[config.mk]
export PLATFORM = sky130hd
export DESIGN_NAME = manifest_record_validator
export DESIGN_NICKNAME = d
export VERILOG_FILES = /design/src/rtl/mrv_pkg.sv /design/src/rtl/manifest_record_validator.sv
export SDC_FILE = /design/constraint.sdc
export NUM_CORES = 1
export LEC_CHECK = 0
export BUFFER_PORTS_ARGS = -buffer_cell sky130_fd_sc_hd__buf_2
export CAP_MARGIN = 20
export CORE_MARGIN = 2
export CORE_UTILIZATION = 56
export DETAILED_ROUTE_END_ITERATION = 7
export PLACE_DENSITY_LB_ADDON = 0.08
export SYNTH_ARGS = -nofsm -noshare
export SYNTH_HDL_FRONTEND = slang
export SYNTH_SLANG_ARGS = --single-unit
[constraint.sdc]
create_clock -name clk -period 14.69 [get_ports clk]
set_input_delay 2.938 -clock clk [delete_from_list [all_inputs] [get_ports clk]]
set_output_delay 2.938 -clock clk [all_outputs]
set_load 0.1 [all_outputs]
[src/rtl/mrv_pkg.sv]
// ----------------------------------------------------------------------------
// mrv_pkg
// Shared types, constants and helper functions for the manifest record
// validator.
// ----------------------------------------------------------------------------
package mrv_pkg;

  localparam int unsigned RECORD_BYTES = 128;
  localparam int unsigned POS_W        = $clog2(RECORD_BYTES + 1);
  localparam int unsigned CRC_POS      = RECORD_BYTES - 4;

  localparam logic [31:0] CRC_POLY = 32'h82F6_3B78;
  localparam logic [31:0] CRC_INIT = 32'hFFFF_FFFF;

  localparam logic [POS_W-1:0] POS_HDR_END   = POS_W'(8);
  localparam logic [POS_W-1:0] POS_GEN_END   = POS_W'(12);
  localparam logic [POS_W-1:0] POS_WID_END   = POS_W'(14);
  localparam logic [POS_W-1:0] POS_HGT_END   = POS_W'(16);
  localparam logic [POS_W-1:0] POS_PIXB_END  = POS_W'(20);
  localparam logic [POS_W-1:0] POS_PCRC_END  = POS_W'(24);
  localparam logic [POS_W-1:0] POS_TIME_END  = POS_W'(32);
  localparam logic [POS_W-1:0] POS_REV_END   = POS_W'(36);
  localparam logic [POS_W-1:0] POS_PGFMT_END = POS_W'(38);
  localparam logic [POS_W-1:0] POS_VER_BEGIN = POS_W'(40);
  localparam logic [POS_W-1:0] POS_VER_END   = POS_W'(64);
  localparam logic [POS_W-1:0] POS_CRC       = POS_W'(CRC_POS);
  localparam logic [POS_W-1:0] POS_LAST      = POS_W'(RECORD_BYTES - 1);
  localparam logic [POS_W-1:0] POS_FULL      = POS_W'(RECORD_BYTES);

  localparam logic [15:0] EXP_WIDTH_RST   = 16'd240;
  localparam logic [15:0] EXP_HEIGHT_RST  = 16'd320;
  localparam logic [31:0] EXP_PIXB_RST    = 32'd153600;
  localparam logic [7:0]  EXP_FORMAT_RST  = 8'd1;

  localparam int unsigned CFG_IDX_W  = 3;
  localparam int unsigned CFG_DATA_W = 32;

  typedef enum logic [CFG_IDX_W-1:0] {
    CFG_EXP_WIDTH  = 3'd0,
    CFG_EXP_HEIGHT = 3'd1,
    CFG_EXP_PIXB   = 3'd2,
    CFG_EXP_FORMAT = 3'd3
  } cfg_reg_t;

  typedef struct packed {
    logic [7:0] data_byte;
    logic       last_byte;
  } in_word_t;

  typedef struct packed {
    logic        record_valid;
    logic [31:0] generation;
    logic [15:0] image_width;
    logic [15:0] image_height;
    logic [31:0] pixel_bytes;
    logic [31:0] pixel_crc;
    logic [63:0] captured_time;
    logic [31:0] ui_revision_number;
    logic [7:0]  ui_page_number;
    logic [7:0]  format_code;
  } out_word_t;

  // Expected header byte at positions 0 to 7: magic, schema, record length.
  function automatic logic [7:0] header_byte(input logic [2:0] pos);
    logic [15:0] rec_len;
    rec_len = 16'(RECORD_BYTES);
    case (pos)
      3'd0:    header_byte = 8'h4C;
      3'd1:    header_byte = 8'h53;
      3'd2:    header_byte = 8'h53;
      3'd3:    header_byte = 8'h43;
      3'd4:    header_byte = 8'h00;
      3'd5:    header_byte = 8'h01;
      3'd6:    header_byte = rec_len[15:8];
      default: header_byte = rec_len[7:0];
    endcase
  endfunction

  // One byte of reflected CRC-32C.
  function automatic logic [31:0] crc32c_byte(input logic [31:0] crc, input logic [7:0] b);
    logic [31:0] c;
    c = crc ^ {24'd0, b};
    for (int k = 0; k < 8; k++) begin
      c = (c >> 1) ^ (c[0] ? CRC_POLY : 32'd0);
    end
    crc32c_byte = c;
  endfunction

endpackage

[src/rtl/manifest_record_validator.sv]
// ----------------------------------------------------------------------------
// manifest_record_validator
// Checks a fixed-size manifest record streamed one byte per word and gives
// one result word with the decoded fields on the marked last byte.
// ----------------------------------------------------------------------------
// The block takes one record byte in every cycle and updates its position
// counter, CRC-32C and field accumulators in the cycle the byte is accepted;
// the byte-wide CRC update sets that rate. The result word for a
// record appears on the output register in the cycle after its last byte is
// accepted. Bytes that are not the last are still taken while a result word
// waits; a last byte is held off only while an earlier result is stalled.
module manifest_record_validator (
  input  logic                                clk,
  input  logic                                rst_n,
  input  logic                                in_valid,
  output logic                                in_stall,
  input  mrv_pkg::in_word_t                   in_data,
  output logic                                out_valid,
  input  logic                                out_stall,
  output mrv_pkg::out_word_t                  out_data,
  input  logic                                cfg_we,
  input  logic [mrv_pkg::CFG_IDX_W-1:0]       cfg_index,
  input  logic [mrv_pkg::CFG_DATA_W-1:0]      cfg_wdata
);

  logic [15:0] exp_width_r;
  logic [15:0] exp_height_r;
  logic [31:0] exp_pixb_r;
  logic [7:0]  exp_format_r;

  logic [mrv_pkg::POS_W-1:0] pos_r, pos_nxt;
  logic [31:0] crc_r, crc_nxt;
  logic [31:0] stored_crc_r, stored_crc_nxt;
  logic        hdr_ok_r, hdr_ok_nxt;
  logic [31:0] gen_r, gen_nxt;
  logic [15:0] wid_r, wid_nxt;
  logic [15:0] hgt_r, hgt_nxt;
  logic [31:0] pixb_r, pixb_nxt;
  logic [31:0] pcrc_r, pcrc_nxt;
  logic [63:0] time_r, time_nxt;
  logic [31:0] rev_r, rev_nxt;
  logic [15:0] pgfmt_r, pgfmt_nxt;
  logic [1:0]  ver_r, ver_nxt;

  logic               out_valid_r;
  mrv_pkg::out_word_t out_data_r;
  mrv_pkg::out_word_t result;

  logic       in_acc;
  logic       rec_ok;
  logic [7:0] b;
  logic       take;

  assign in_stall  = out_valid_r & out_stall & in_data.last_byte;
  assign in_acc    = in_valid & ~in_stall;
  assign out_valid = out_valid_r;
  assign out_data  = out_data_r;
  assign b         = in_data.data_byte;
  assign take      = pos_r < mrv_pkg::POS_FULL;

  always_ff @(posedge clk) begin
    if (!rst_n) begin
      exp_width_r  <= mrv_pkg::EXP_WIDTH_RST;
      exp_height_r <= mrv_pkg::EXP_HEIGHT_RST;
      exp_pixb_r   <= mrv_pkg::EXP_PIXB_RST;
      exp_format_r <= mrv_pkg::EXP_FORMAT_RST;
    end else if (cfg_we) begin
      case (cfg_index)
        mrv_pkg::CFG_EXP_WIDTH:  exp_width_r  <= cfg_wdata[15:0];
        mrv_pkg::CFG_EXP_HEIGHT: exp_height_r <= cfg_wdata[15:0];
        mrv_pkg::CFG_EXP_PIXB:   exp_pixb_r   <= cfg_wdata[31:0];
        mrv_pkg::CFG_EXP_FORMAT: exp_format_r <= cfg_wdata[7:0];
        default: ;
      endcase
    end
  end

  always_comb begin
    pos_nxt        = pos_r;
    crc_nxt        = crc_r;
    stored_crc_nxt = stored_crc_r;
    hdr_ok_nxt     = hdr_ok_r;
    gen_nxt        = gen_r;
    wid_nxt        = wid_r;
    hgt_nxt        = hgt_r;
    pixb_nxt       = pixb_r;
    pcrc_nxt       = pcrc_r;
    time_nxt       = time_r;
    rev_nxt        = rev_r;
    pgfmt_nxt      = pgfmt_r;
    ver_nxt        = ver_r;
    if (take) begin
      pos_nxt = pos_r + 1'b1;
      if (pos_r < mrv_pkg::POS_CRC) begin
        crc_nxt = mrv_pkg::crc32c_byte(crc_r, b);
      end else begin
        stored_crc_nxt = {stored_crc_r[23:0], b};
      end
      if (pos_r < mrv_pkg::POS_HDR_END) begin
        if (b != mrv_pkg::header_byte(pos_r[2:0])) begin
          hdr_ok_nxt = 1'b0;
        end
      end else if (pos_r < mrv_pkg::POS_GEN_END) begin
        gen_nxt = {gen_r[23:0], b};
      end else if (pos_r < mrv_pkg::POS_WID_END) begin
        wid_nxt = {wid_r[7:0], b};
      end else if (pos_r < mrv_pkg::POS_HGT_END) begin
        hgt_nxt = {hgt_r[7:0], b};
      end else if (pos_r < mrv_pkg::POS_PIXB_END) begin
        pixb_nxt = {pixb_r[23:0], b};
      end else if (pos_r < mrv_pkg::POS_PCRC_END) begin
        pcrc_nxt = {pcrc_r[23:0], b};
      end else if (pos_r < mrv_pkg::POS_TIME_END) begin
        time_nxt = {time_r[55:0], b};
      end else if (pos_r < mrv_pkg::POS_REV_END) begin
        rev_nxt = {rev_r[23:0], b};
      end else if (pos_r < mrv_pkg::POS_PGFMT_END) begin
        pgfmt_nxt = {pgfmt_r[7:0], b};
      end else if (pos_r >= mrv_pkg::POS_VER_BEGIN && pos_r < mrv_pkg::POS_VER_END) begin
        if (pos_r == mrv_pkg::POS_VER_BEGIN && b != 8'd0) begin
          ver_nxt[0] = 1'b1;
        end
        if (b == 8'd0) begin
          ver_nxt[1] = 1'b1;
        end
      end
    end
  end

  always_comb begin
    rec_ok = (pos_r == mrv_pkg::POS_LAST) && hdr_ok_nxt
           && ((crc_nxt ^ mrv_pkg::CRC_INIT) == stored_crc_nxt)
           && (gen_nxt != 32'd0) && (time_nxt != 64'd0)
           && (wid_nxt == exp_width_r) && (hgt_nxt == exp_height_r)
           && (pixb_nxt == exp_pixb_r) && (pgfmt_nxt[7:0] == exp_format_r)
           && (ver_nxt == 2'b11);
    result = '0;
    if (rec_ok) begin
      result.record_valid       = 1'b1;
      result.generation         = gen_nxt;
      result.image_width        = wid_nxt;
      result.image_height       = hgt_nxt;
      result.pixel_bytes        = pixb_nxt;
      result.pixel_crc          = pcrc_nxt;
      result.captured_time      = time_nxt;
      result.ui_revision_number = rev_nxt;
      result.ui_page_number     = pgfmt_nxt[15:8];
      result.format_code        = pgfmt_nxt[7:0];
    end
  end

  always_ff @(posedge clk) begin
    if (!rst_n) begin
      pos_r        <= '0;
      crc_r        <= mrv_pkg::CRC_INIT;
      stored_crc_r <= '0;
      hdr_ok_r     <= 1'b1;
      gen_r        <= '0;
      wid_r        <= '0;
      hgt_r        <= '0;
      pixb_r       <= '0;
      pcrc_r       <= '0;
      time_r       <= '0;
      rev_r        <= '0;
      pgfmt_r      <= '0;
      ver_r        <= '0;
    end else if (in_acc) begin
      if (in_data.last_byte) begin
        pos_r        <= '0;
        crc_r        <= mrv_pkg::CRC_INIT;
        stored_crc_r <= '0;
        hdr_ok_r     <= 1'b1;
        gen_r        <= '0;
        wid_r        <= '0;
        hgt_r        <= '0;
        pixb_r       <= '0;
        pcrc_r       <= '0;
        time_r       <= '0;
        rev_r        <= '0;
        pgfmt_r      <= '0;
        ver_r        <= '0;
      end else begin
        pos_r        <= pos_nxt;
        crc_r        <= crc_nxt;
        stored_crc_r <= stored_crc_nxt;
        hdr_ok_r     <= hdr_ok_nxt;
        gen_r        <= gen_nxt;
        wid_r        <= wid_nxt;
        hgt_r        <= hgt_nxt;
        pixb_r       <= pixb_nxt;
        pcrc_r       <= pcrc_nxt;
        time_r       <= time_nxt;
        rev_r        <= rev_nxt;
        pgfmt_r      <= pgfmt_nxt;
        ver_r        <= ver_nxt;
      end
    end
  end

  always_ff @(posedge clk) begin
    if (!rst_n) begin
      out_valid_r <= 1'b0;
    end else if (in_acc && in_data.last_byte) begin
      out_valid_r <= 1'b1;
    end else if (!out_stall) begin
      out_valid_r <= 1'b0;
    end
  end

  always_ff @(posedge clk) begin
    if (in_acc && in_data.last_byte) begin
      out_data_r <= result;
    end
  end

  // The position counter saturates at the record size.
  a_pos_range: assert property (@(posedge clk) disable iff (!rst_n)
    pos_r <= mrv_pkg::POS_FULL)
    else $error("byte position beyond record size");

  // An accepted last byte yields a result word and restarts the record.
  a_last_result: assert property (@(posedge clk) disable iff (!rst_n)
    in_acc && in_data.last_byte |=> out_valid_r && pos_r == '0 && hdr_ok_r)
    else $error("last byte did not produce a result or clear the record");

  // A byte inside the record advances the position by one.
  a_pos_step: assert property (@(posedge clk) disable iff (!rst_n)
    in_acc && !in_data.last_byte && take |=> pos_r == $past(pos_r) + 1'b1)
    else $error("byte position did not advance");

  // An invalid record carries all-zero fields.
  a_invalid_zero: assert property (@(posedge clk) disable iff (!rst_n)
    out_valid_r && !out_data_r.record_valid |-> out_data_r == '0)
    else $error("invalid record result carries nonzero fields");

  // A stalled result word is not replaced.
  a_out_hold: assert property (@(posedge clk) disable iff (!rst_n)
    out_valid_r && out_stall |=> out_valid_r && $stable(out_data_r))
    else $error("stalled result word changed");

endmodule
* Yosys cells after proc, flatten, opt, wreduce, memory -nomap -nowiden
Cells that the tools add are included.
Operators by class: reduce and logical (&&, ||, !) cells 26, muxes and demuxes 100, $add $sub $neg 1, eq/ne operators 19, magnitude comparators 13, bitwise gates (word level) 14
Operators by type and width (count):
- $mux W32 | 43
- $mux W64 | 9
- $mux W16 | 22
- $xor A31 B32 Y32 | 8
- $mux W241 | 1
- $eq A32 B32 Y1 | 2
- $reduce_bool A64 Y1 | 1
- $pmux W8 S5 | 1
- $eq A16 B16 Y1 | 2
- $mux W8 | 4
- $not A32 Y32 | 1
- $reduce_bool A32 Y1 | 1
- $xor A32 B8 Y32 | 1
- $lt A8 B4 Y1 const B | 3
- $lt A8 B5 Y1 const B | 3
- $lt A8 B6 Y1 const B | 3
- $mux W2 | 12
- $lt A8 B7 Y1 const B | 2
- $eq A3 B2 Y1 const B | 4
- $logic_and A1 B1 Y1 | 12
- $reduce_and A2 Y1 | 5
- $eq A3 B3 Y1 const B | 3
- $add A8 B1 Y8 const B | 1
- $eq A8 B6 Y1 const B | 1
- other kinds (16) | 28
Word-level totals: logic and storage cells 201, register bits after elaboration 629, bits of input ports 49, output and inout bits 243

* Depth between registers and ports, before layout
Gate-level depths: netlist of the first run.
word-level depth 30, mapped depth 16

* Worst setup path after synthesis of the first run
Ideal clock, no wire load.
path kind input port to flip-flop, start in in_data[0] in the netlist's numbering, end reg out_data_r (netlist bit out_data[0]), enable pin, arrival time 8.117 ns, required time 14.099 ns, buffers on the path 1, path slack 5.982 ns, stages 5, cells stage by stage nand3_1 > and2_1 > clkbuf_1 > nand2_1 > inv_1
Between the ends: cells in the longest elaborated chain, start to end 4
RTL lines:
- start, declared | RTL line manifest_record_validator.sv:17 | input mrv_pkg::in_word_t in_data,
- $and A1 B1 Y1 | RTL line manifest_record_validator.sv:54 | assign in_stall = out_valid_r & out_stall & in_data.last_byte;
- $not A1 Y1 | RTL line manifest_record_validator.sv:55 | assign in_acc = in_valid & ~in_stall;
- $and A1 B1 Y1 | RTL line manifest_record_validator.sv:55
- $logic_and A1 B1 Y1 (*) | RTL line manifest_record_validator.sv:211 | if (in_acc && in_data.last_byte) begin
- end signal, assigned | RTL line manifest_record_validator.sv:212 | out_data_r <= result;
- end, declared | RTL line manifest_record_validator.sv:46 | mrv_pkg::out_word_t out_data_r;
Every way passes the cells marked *; elsewhere a longest branch is shown, timed or not. A chain may end at the register's enable or synchronous reset.

* Worst setup path after layout of the first run
start in in_data[2] in the netlist's numbering, end reg out_data_r (netlist bit out_data[75]), data pin
Between the ends: cells in the longest elaborated chain, start to end 23
RTL lines:
- $xor A32 B8 Y32 | RTL line mrv_pkg.sv:82 | c = crc ^ {24'd0, b};
- $xor A31 B32 Y32 | RTL line mrv_pkg.sv:84 | c = (c >> 1) ^ (c[0] ? CRC_POLY : 32'd0);
- $mux W32 | RTL line mrv_pkg.sv:84
- $xor A31 B32 Y32 (4 in a row) | RTL line mrv_pkg.sv:84
- $mux W32 / $xor A31 B32 Y32 (equally long branches) | RTL line mrv_pkg.sv:84
- $xor A31 B32 Y32 / $mux W32 (equally long branches) (2 in a row) | RTL line mrv_pkg.sv:84
- $xor A31 B32 Y32 | RTL line mrv_pkg.sv:84
- $mux W32 | RTL line manifest_record_validator.sv:94 | if (pos_r < mrv_pkg::POS_CRC) begin
- $mux W32 | RTL line manifest_record_validator.sv:92 | if (take) begin
- $not A32 Y32 (no source line)
- $eq A32 B32 Y1 | RTL line manifest_record_validator.sv:132 | && ((crc_nxt ^ mrv_pkg::CRC_INIT) == stored_crc_nxt)
- $logic_and A1 B1 Y1 | RTL line manifest_record_validator.sv:132
- $logic_and A1 B1 Y1 (2 in a row) | RTL line manifest_record_validator.sv:133 | && (gen_nxt != 32'd0) && (time_nxt != 64'd0)
- $logic_and A1 B1 Y1 (2 in a row) | RTL line manifest_record_validator.sv:134 | && (wid_nxt == exp_width_r) && (hgt_nxt == exp_height_r)
- $logic_and A1 B1 Y1 (2 in a row) | RTL line manifest_record_validator.sv:135 | && (pixb_nxt == exp_pixb_r) && (pgfmt_nxt[7:0] == exp_format_r)
- $logic_and A1 B1 Y1 (*) | RTL line manifest_record_validator.sv:136 | && (ver_nxt == 2'b11);
Marked as above.

==> flow_metrics.tcl, run 1 <==
set metrics [dict create \
    antenna_found_initial 3 \
    cp.arrival_ns 9.17 \
    vias 25500 \
    viasPerCell 6.33 \
    grt_max_degree 270 \
    gp_congestion 0.945 \
    fin_crit_sh_pct 60.0 \
    nNetsFinal 3286 \
    setup_viol 0 \
    synthesis.area_mm2 0.0313 \
    cts_resized 0 \
    synth.area.mux_share_pct 3.41 \
    ir_drop_v 0.000375 \
    ys_warn_count 0 \
    powerDensity_mw_per_mm2 170 \
    grt_pass1_wl_um 148000 \
    clock_path_buffers 3 \
    crit_type "input port to register" \
    layout_setup_ws_ns 5.87 \
    synth-compound-area-share_pct 18.2 \
    hold_path_class "register to register" \
    drc_errors 0 \
    grt_remaining_overflow 0 \
    drt_first_iter_violations 2539 \
    htree_num_levels 3 \
    synth-simple-area-share_pct 19.6 \
    crit_fanout 76 \
    area_delta_synth_final_pct 12.7 \
    synth_fp_nets 3147 \
    status "finished, final reports clean" \
    final-hold-violation-count 0 \
    r2r_start "pos_r[3]" \
    coreArea_mm2 0.0552 \
    portBuffers 291 \
    start_util_pct 56.7 \
    relSlewSlack_pct 17.7 \
    clk_pin_slew_ns 0.06 \
    dp_hpwl_um 64900 \
    layout_min_cycle_time_ns 8.82 \
    fp.dieH_um 240 \
    die_w_um 240 \
    synth-edff-count 241 \
    layout-drive-gt1-share_pct 19.8 \
    die_area_mm2 0.0578 \
    first_pass_iters 6 \
    layout_common_cells "nand2_1 (499), dfxtp_1 (388), buf_2 (291)" \
    clock-sinks 629 \
    ys_seq_elements 629 \
    mostFrequentLayoutCell "nand2_1" \
    async_reset_ff_share_pct 0 \
    fmax_mhz 113 \
    ios 292 \
    drt.antenna.violating_nets 0 \
    crit_path_start "in_data[2]" \
    rows 86 \
    setup_tns_ns 0 \
    synth.avg_cell_area_um2 10.1 \
    dp_slack_ns 5.25 \
    cts-hold-fix-buffers 0 \
    numCtsBuffers 67 \
    synth_cell_types 79 \
    clk_latency_ns 0.61 \
    rsz0062_at_grt "false" \
    cts_tree "built" \
    post_cts_buffers 0 \
    cts_root_buffer "clkbuf_16" \
    grt_use_total_pct 33.5 \
    worstHoldStart "pgfmt_r[14]" \
    worst_slew_pin_slew_ns 1.23 \
    ys_seq_area_share_pct 47.9 \
    worst_setup_path_start_kind "input port" \
    finClkSkew_ns 0.0207 \
    synth_ff_type "dfxtp_1" \
    synthAdderAreaFrac_pct 0.200 \
    maxSlewViolCount 0 \
    routedWlPerCell_um 24.6 \
    drv_cap 0 \
    wl_um 99200 \
    cp.required_ns 15.04 \
    syn_inst 3093 \
    end_kind "register" \
    grt_pass1_vias 23600 \
    p_leak_uw 0.0113 \
    synth-xor-area-share_pct 6.54 \
    synth_top_family_by_area "simple AND/OR/NAND/NOR gates" \
]
layer usage:
layer,wire length (µm),global-route usage [%],vias up
met1,43200,48.2,12600
met2,45500,51.4,1128
met5,15,0,-
met3,7750,5.98,164
li1,-,-,11600
met4,2700,9.71,2
Yosys cell counts, types with 78 or more instances:
| cell type | count | area [µm²] |
|---|---|---|
| nand2_1 | 501 | 1880 |
| xor2_1 | 83 | 727 |
| nor2b_1 | 267 | 1670 |
| edfxtp_1 | 241 | 7240 |
| dfxtp_1 | 388 | 7770 |
| a21boi_0 | 78 | 586 |
| xnor2_1 | 83 | 727 |
| nor2_1 | 89 | 334 |
| mux2i_1 | 101 | 1010 |
| a22oi_1 | 256 | 1920 |
| nor4_2 | 85 | 1060 |
| clkbuf_1 | 237 | 890 |
critical path, stage by stage:
cell	delay, ns
buf_2	0.08
buf_4	0.40
xor2_2	0.44
xnor3_1	0.75
xnor2_4	0.41
xnor3_1	0.48
a2111oi_2	0.31
o211ai_1	0.22
a2111oi_2	0.48
nand4b_4	0.74
buf_4	0.68
buf_4	0.57
a2111oi_0	0.56
stage by stage:
stage	util [%]	hold WS (ns)	total power (µW)	instances	cell area (µm²)
after floorplan	-	0.440	3780	3093	31300
after global placement	59.9	0.450	4250	3904	33100
after detailed placement	59.9	0.465	4270	3905	33100
after CTS	63.8	0.473	5920	4025	35200
after global routing	64.0	0.491	6220	4032	35300
final	64.0	0.471	6010	4032	35300
kinds of logic (layout without fill, tap and decap cells):
logic type      Yosys count  in the layout
buf+inv                 320            510
fa+ha+maj                 5              5
mux                     106            106
xor+xnor                194            194
simple gates           1132           1132
flops                   629            629
other cells               0              1
compound gates          707            707
report_power, final:
part | switching [µW] | internal (µW) | total, µW
Sequential | 65.5 | 1870 | 1940
Combinational | 1710 | 700 | 2410
Clock | 702 | 963 | 1660
sequential cells by signal, indices dropped and copies added, names as in the netlist, 32 cells and up:
| name | count |
|---|---|
| crc_r | 32 |
| stored_crc_r | 32 |
| pcrc_r | 32 |
| pixb_r | 32 |
| rev_r | 32 |
| time_r | 64 |
| exp_pixb_r | 32 |
| gen_r | 32 |
| out_data | 241 |
layout make-up:
| class | count | area, µm² |
|---|---|---|
| fill | 4501 | 19900 |
| multi-input combinational | 2144 | 15100 |
| sequential | 629 | 15000 |
| timing repair buffer | 354 | 2010 |
| clock buffer | 95 | 1870 |
| tap | 748 | 936 |
| clock inverter | 25 | 249 |
| inverter | 36 | 143 |
| antenna | 1 | 2.50 |
worst paths after layout:
| path | end | slack (ns) | depth (start not counted) |
|---|---|---|---|
| max | out_data[75] | 5.87 | 13 |
| min | pgfmt_r[14] | 0.47 | 2 |
| max reg2reg | out_data[75] | 7.78 | 11 |
| min reg2reg | pgfmt_r[14] | 0.47 | 2 |
Note: power is estimated with default switching activity, not from simulation.
==> inputs of run 2 (changes only) <==
==> constraint.sdc (replaced) <==
create_clock -name clk -period 9.05 [get_ports clk]
set_input_delay 1.81 -clock clk [delete_from_list [all_inputs] [get_ports clk]]
set_output_delay 1.81 -clock clk [all_outputs]
set_load 0.1 [all_outputs]
==> flow_metrics.tcl, run 2 (synthesis results as in run 1) <==
set metrics [dict create \
    rows 86 \
    cpLargestDelayFamily "XOR/XNOR gates" \
    clk_latency_ns 0.61 \
    first_pass_iters 6 \
    area_delta_synth_final_pct 13.1 \
    vias 25500 \
    drv_cap 0 \
    clk_pin_slew_ns 0.06 \
    cts_tree "built" \
    fin_cells 4035 \
    p_leak_uw 0.0113 \
    gp_congestion 0.958 \
    layout_common_cells "nand2_1 (499), dfxtp_1 (388), buf_2 (291)" \
    clock_path_buffers 3 \
    end_kind "register" \
    whs_endpoint "pgfmt_r[12]" \
    grt_pass1_vias 23700 \
    final_cell_area_mm2 0.0354 \
    setup_viol 0 \
    crit_type "input port to register" \
    finClkSkew_ns 0.0178 \
    min_path_cells 2 \
    antenna_found_initial 3 \
    worst_r2r_endpoint "out_data[30]" \
    fmax_mhz 146 \
    placedCellCount 3903 \
    layout_min_cycle_time_ns 6.83 \
    routedWlPerCell_um 24.4 \
    maxSlewViolCount 0 \
    grt_remaining_overflow 0 \
    wl_met3_um 7430 \
    setup_tns_ns 0 \
    relSlewSlack_pct 13.9 \
    slowest_delay_ns 0.83 \
    fp.dieH_um 240 \
    drt_first_iter_violations 2539 \
    final-hold-violation-count 0 \
    nNetsFinal 3284 \
    worst_slew_pin_slew_ns 1.29 \
    cts-hold-fix-buffers 0 \
    post_cts_buffers 0 \
    dp_slack_ns 1.81 \
    cp.arrival_ns 7.19 \
    met1Wirelength_um 43200 \
    clock-sinks 629 \
    ir_drop_v 0.000658 \
    htree_num_levels 3 \
    cp_cell_sequence "buf_2 -> buf_4 -> xor2_2 -> xnor3_1 -> xnor3_1 -> o22ai_1 -> a211oi_1 -> nor4b_1 -> nand4b_4 -> buf_12 -> a2111oi_0" \
    crit_fanout 117 \
    layout-drive-gt1-share_pct 19.8 \
    cts_root_buffer "clkbuf_16" \
    ios 292 \
    num-fill-cells 4538 \
    cts_resized 0 \
    start_util_pct 56.7 \
    worstHoldStart "pgfmt_r[12]" \
    rsz0062_at_grt "false" \
    reg2reg_setup_slack_ns 2.68 \
    fin_crit_sh_pct 75.5 \
    cp_slowest_cell "xnor3_1" \
    drc_errors 0 \
    topRoutingLayerUsed "met5" \
    hold_path_class "register to register" \
    dpl_cell_area_mm2 0.0331 \
    layout_setup_ws_ns 2.22 \
    wl_met2_um 44700 \
    largest_register_ffs 241 \
    grt_max_degree 268 \
    crit_buf_inv 3 \
    status "finished, final reports clean" \
    cp.required_ns 9.41 \
    drt.antenna.violating_nets 0 \
    die_w_um 240 \
    dp_hpwl_um 64500 \
    r2r_cells 11 \
    viasPerCell 6.31 \
    grt_use_total_pct 33.5 \
    fin_worst_hold_slack_ns 0.473 \
    grt_pass1_wl_um 149000 \
    numCtsBuffers 69 \
    powerDensity_mw_per_mm2 279 \
    portBuffers 291 \
    wl_um 98500 \
    mostFrequentLayoutCell "nand2_1" \
    worst_setup_path_start_kind "input port" \
    die_area_mm2 0.0578 \
    cp_common_cell "xnor3_1" \
    coreArea_mm2 0.0552 \
    r2r_start "pos_r[2]" \
]
run 2: layout make-up:
class	count	area, µm²	area share [%]
flip-flops and latches	629	15000	42.4
well taps	748	936	2.64
inverters	36	143	0.403
clock buffers	99	1990	5.63
diodes	2	5.00	0.0141
clock inverters	27	259	0.731
multi-input cells	2144	15100	42.6
repair buffers	350	1990	5.62
run 2: how the worst max path moves through the flow:
stage                     slack, ns        from  cells past startpoint            to
after floorplan                1.47  in_data[0]                      5   out_data[0]
after global placement         2.11  in_data[2]                     12  out_data[39]
after detailed placement       1.81  in_data[2]                     11  out_data[76]
after CTS                      2.44  in_data[2]                     11  out_data[76]
after global routing           1.91  in_data[2]                     11  out_data[57]
final                          2.22  in_data[2]                     11  out_data[30]
run 2: tightest hold or removal path, cell delays in order (launching register included):
cell and delay, ns:
dfxtp_1 0.31, nand2_1 0.05, a21boi_0 0.07
run 2: power breakdown:
group          switching [µW]  internal [µW]
clock network            1160           1650
logic                    2820           1100
registers                 103           3040
run 2: stage by stage:
stage          utilization (%)  power [µW]
6_report                  64.2        9890
3_3_place_gp              60.0        7040
2_1_floorplan                -        6130
5_1_grt                   64.2       10200
3_5_place_dp              60.0        7060
4_1_cts                   64.1        9860
run 2: layer usage:
layer	track usage, %	up-vias
li1	-	11600
met2	50.6	1156
met1	49.1	12500
met3	5.18	195
met4	11.0	2
met5	0	-
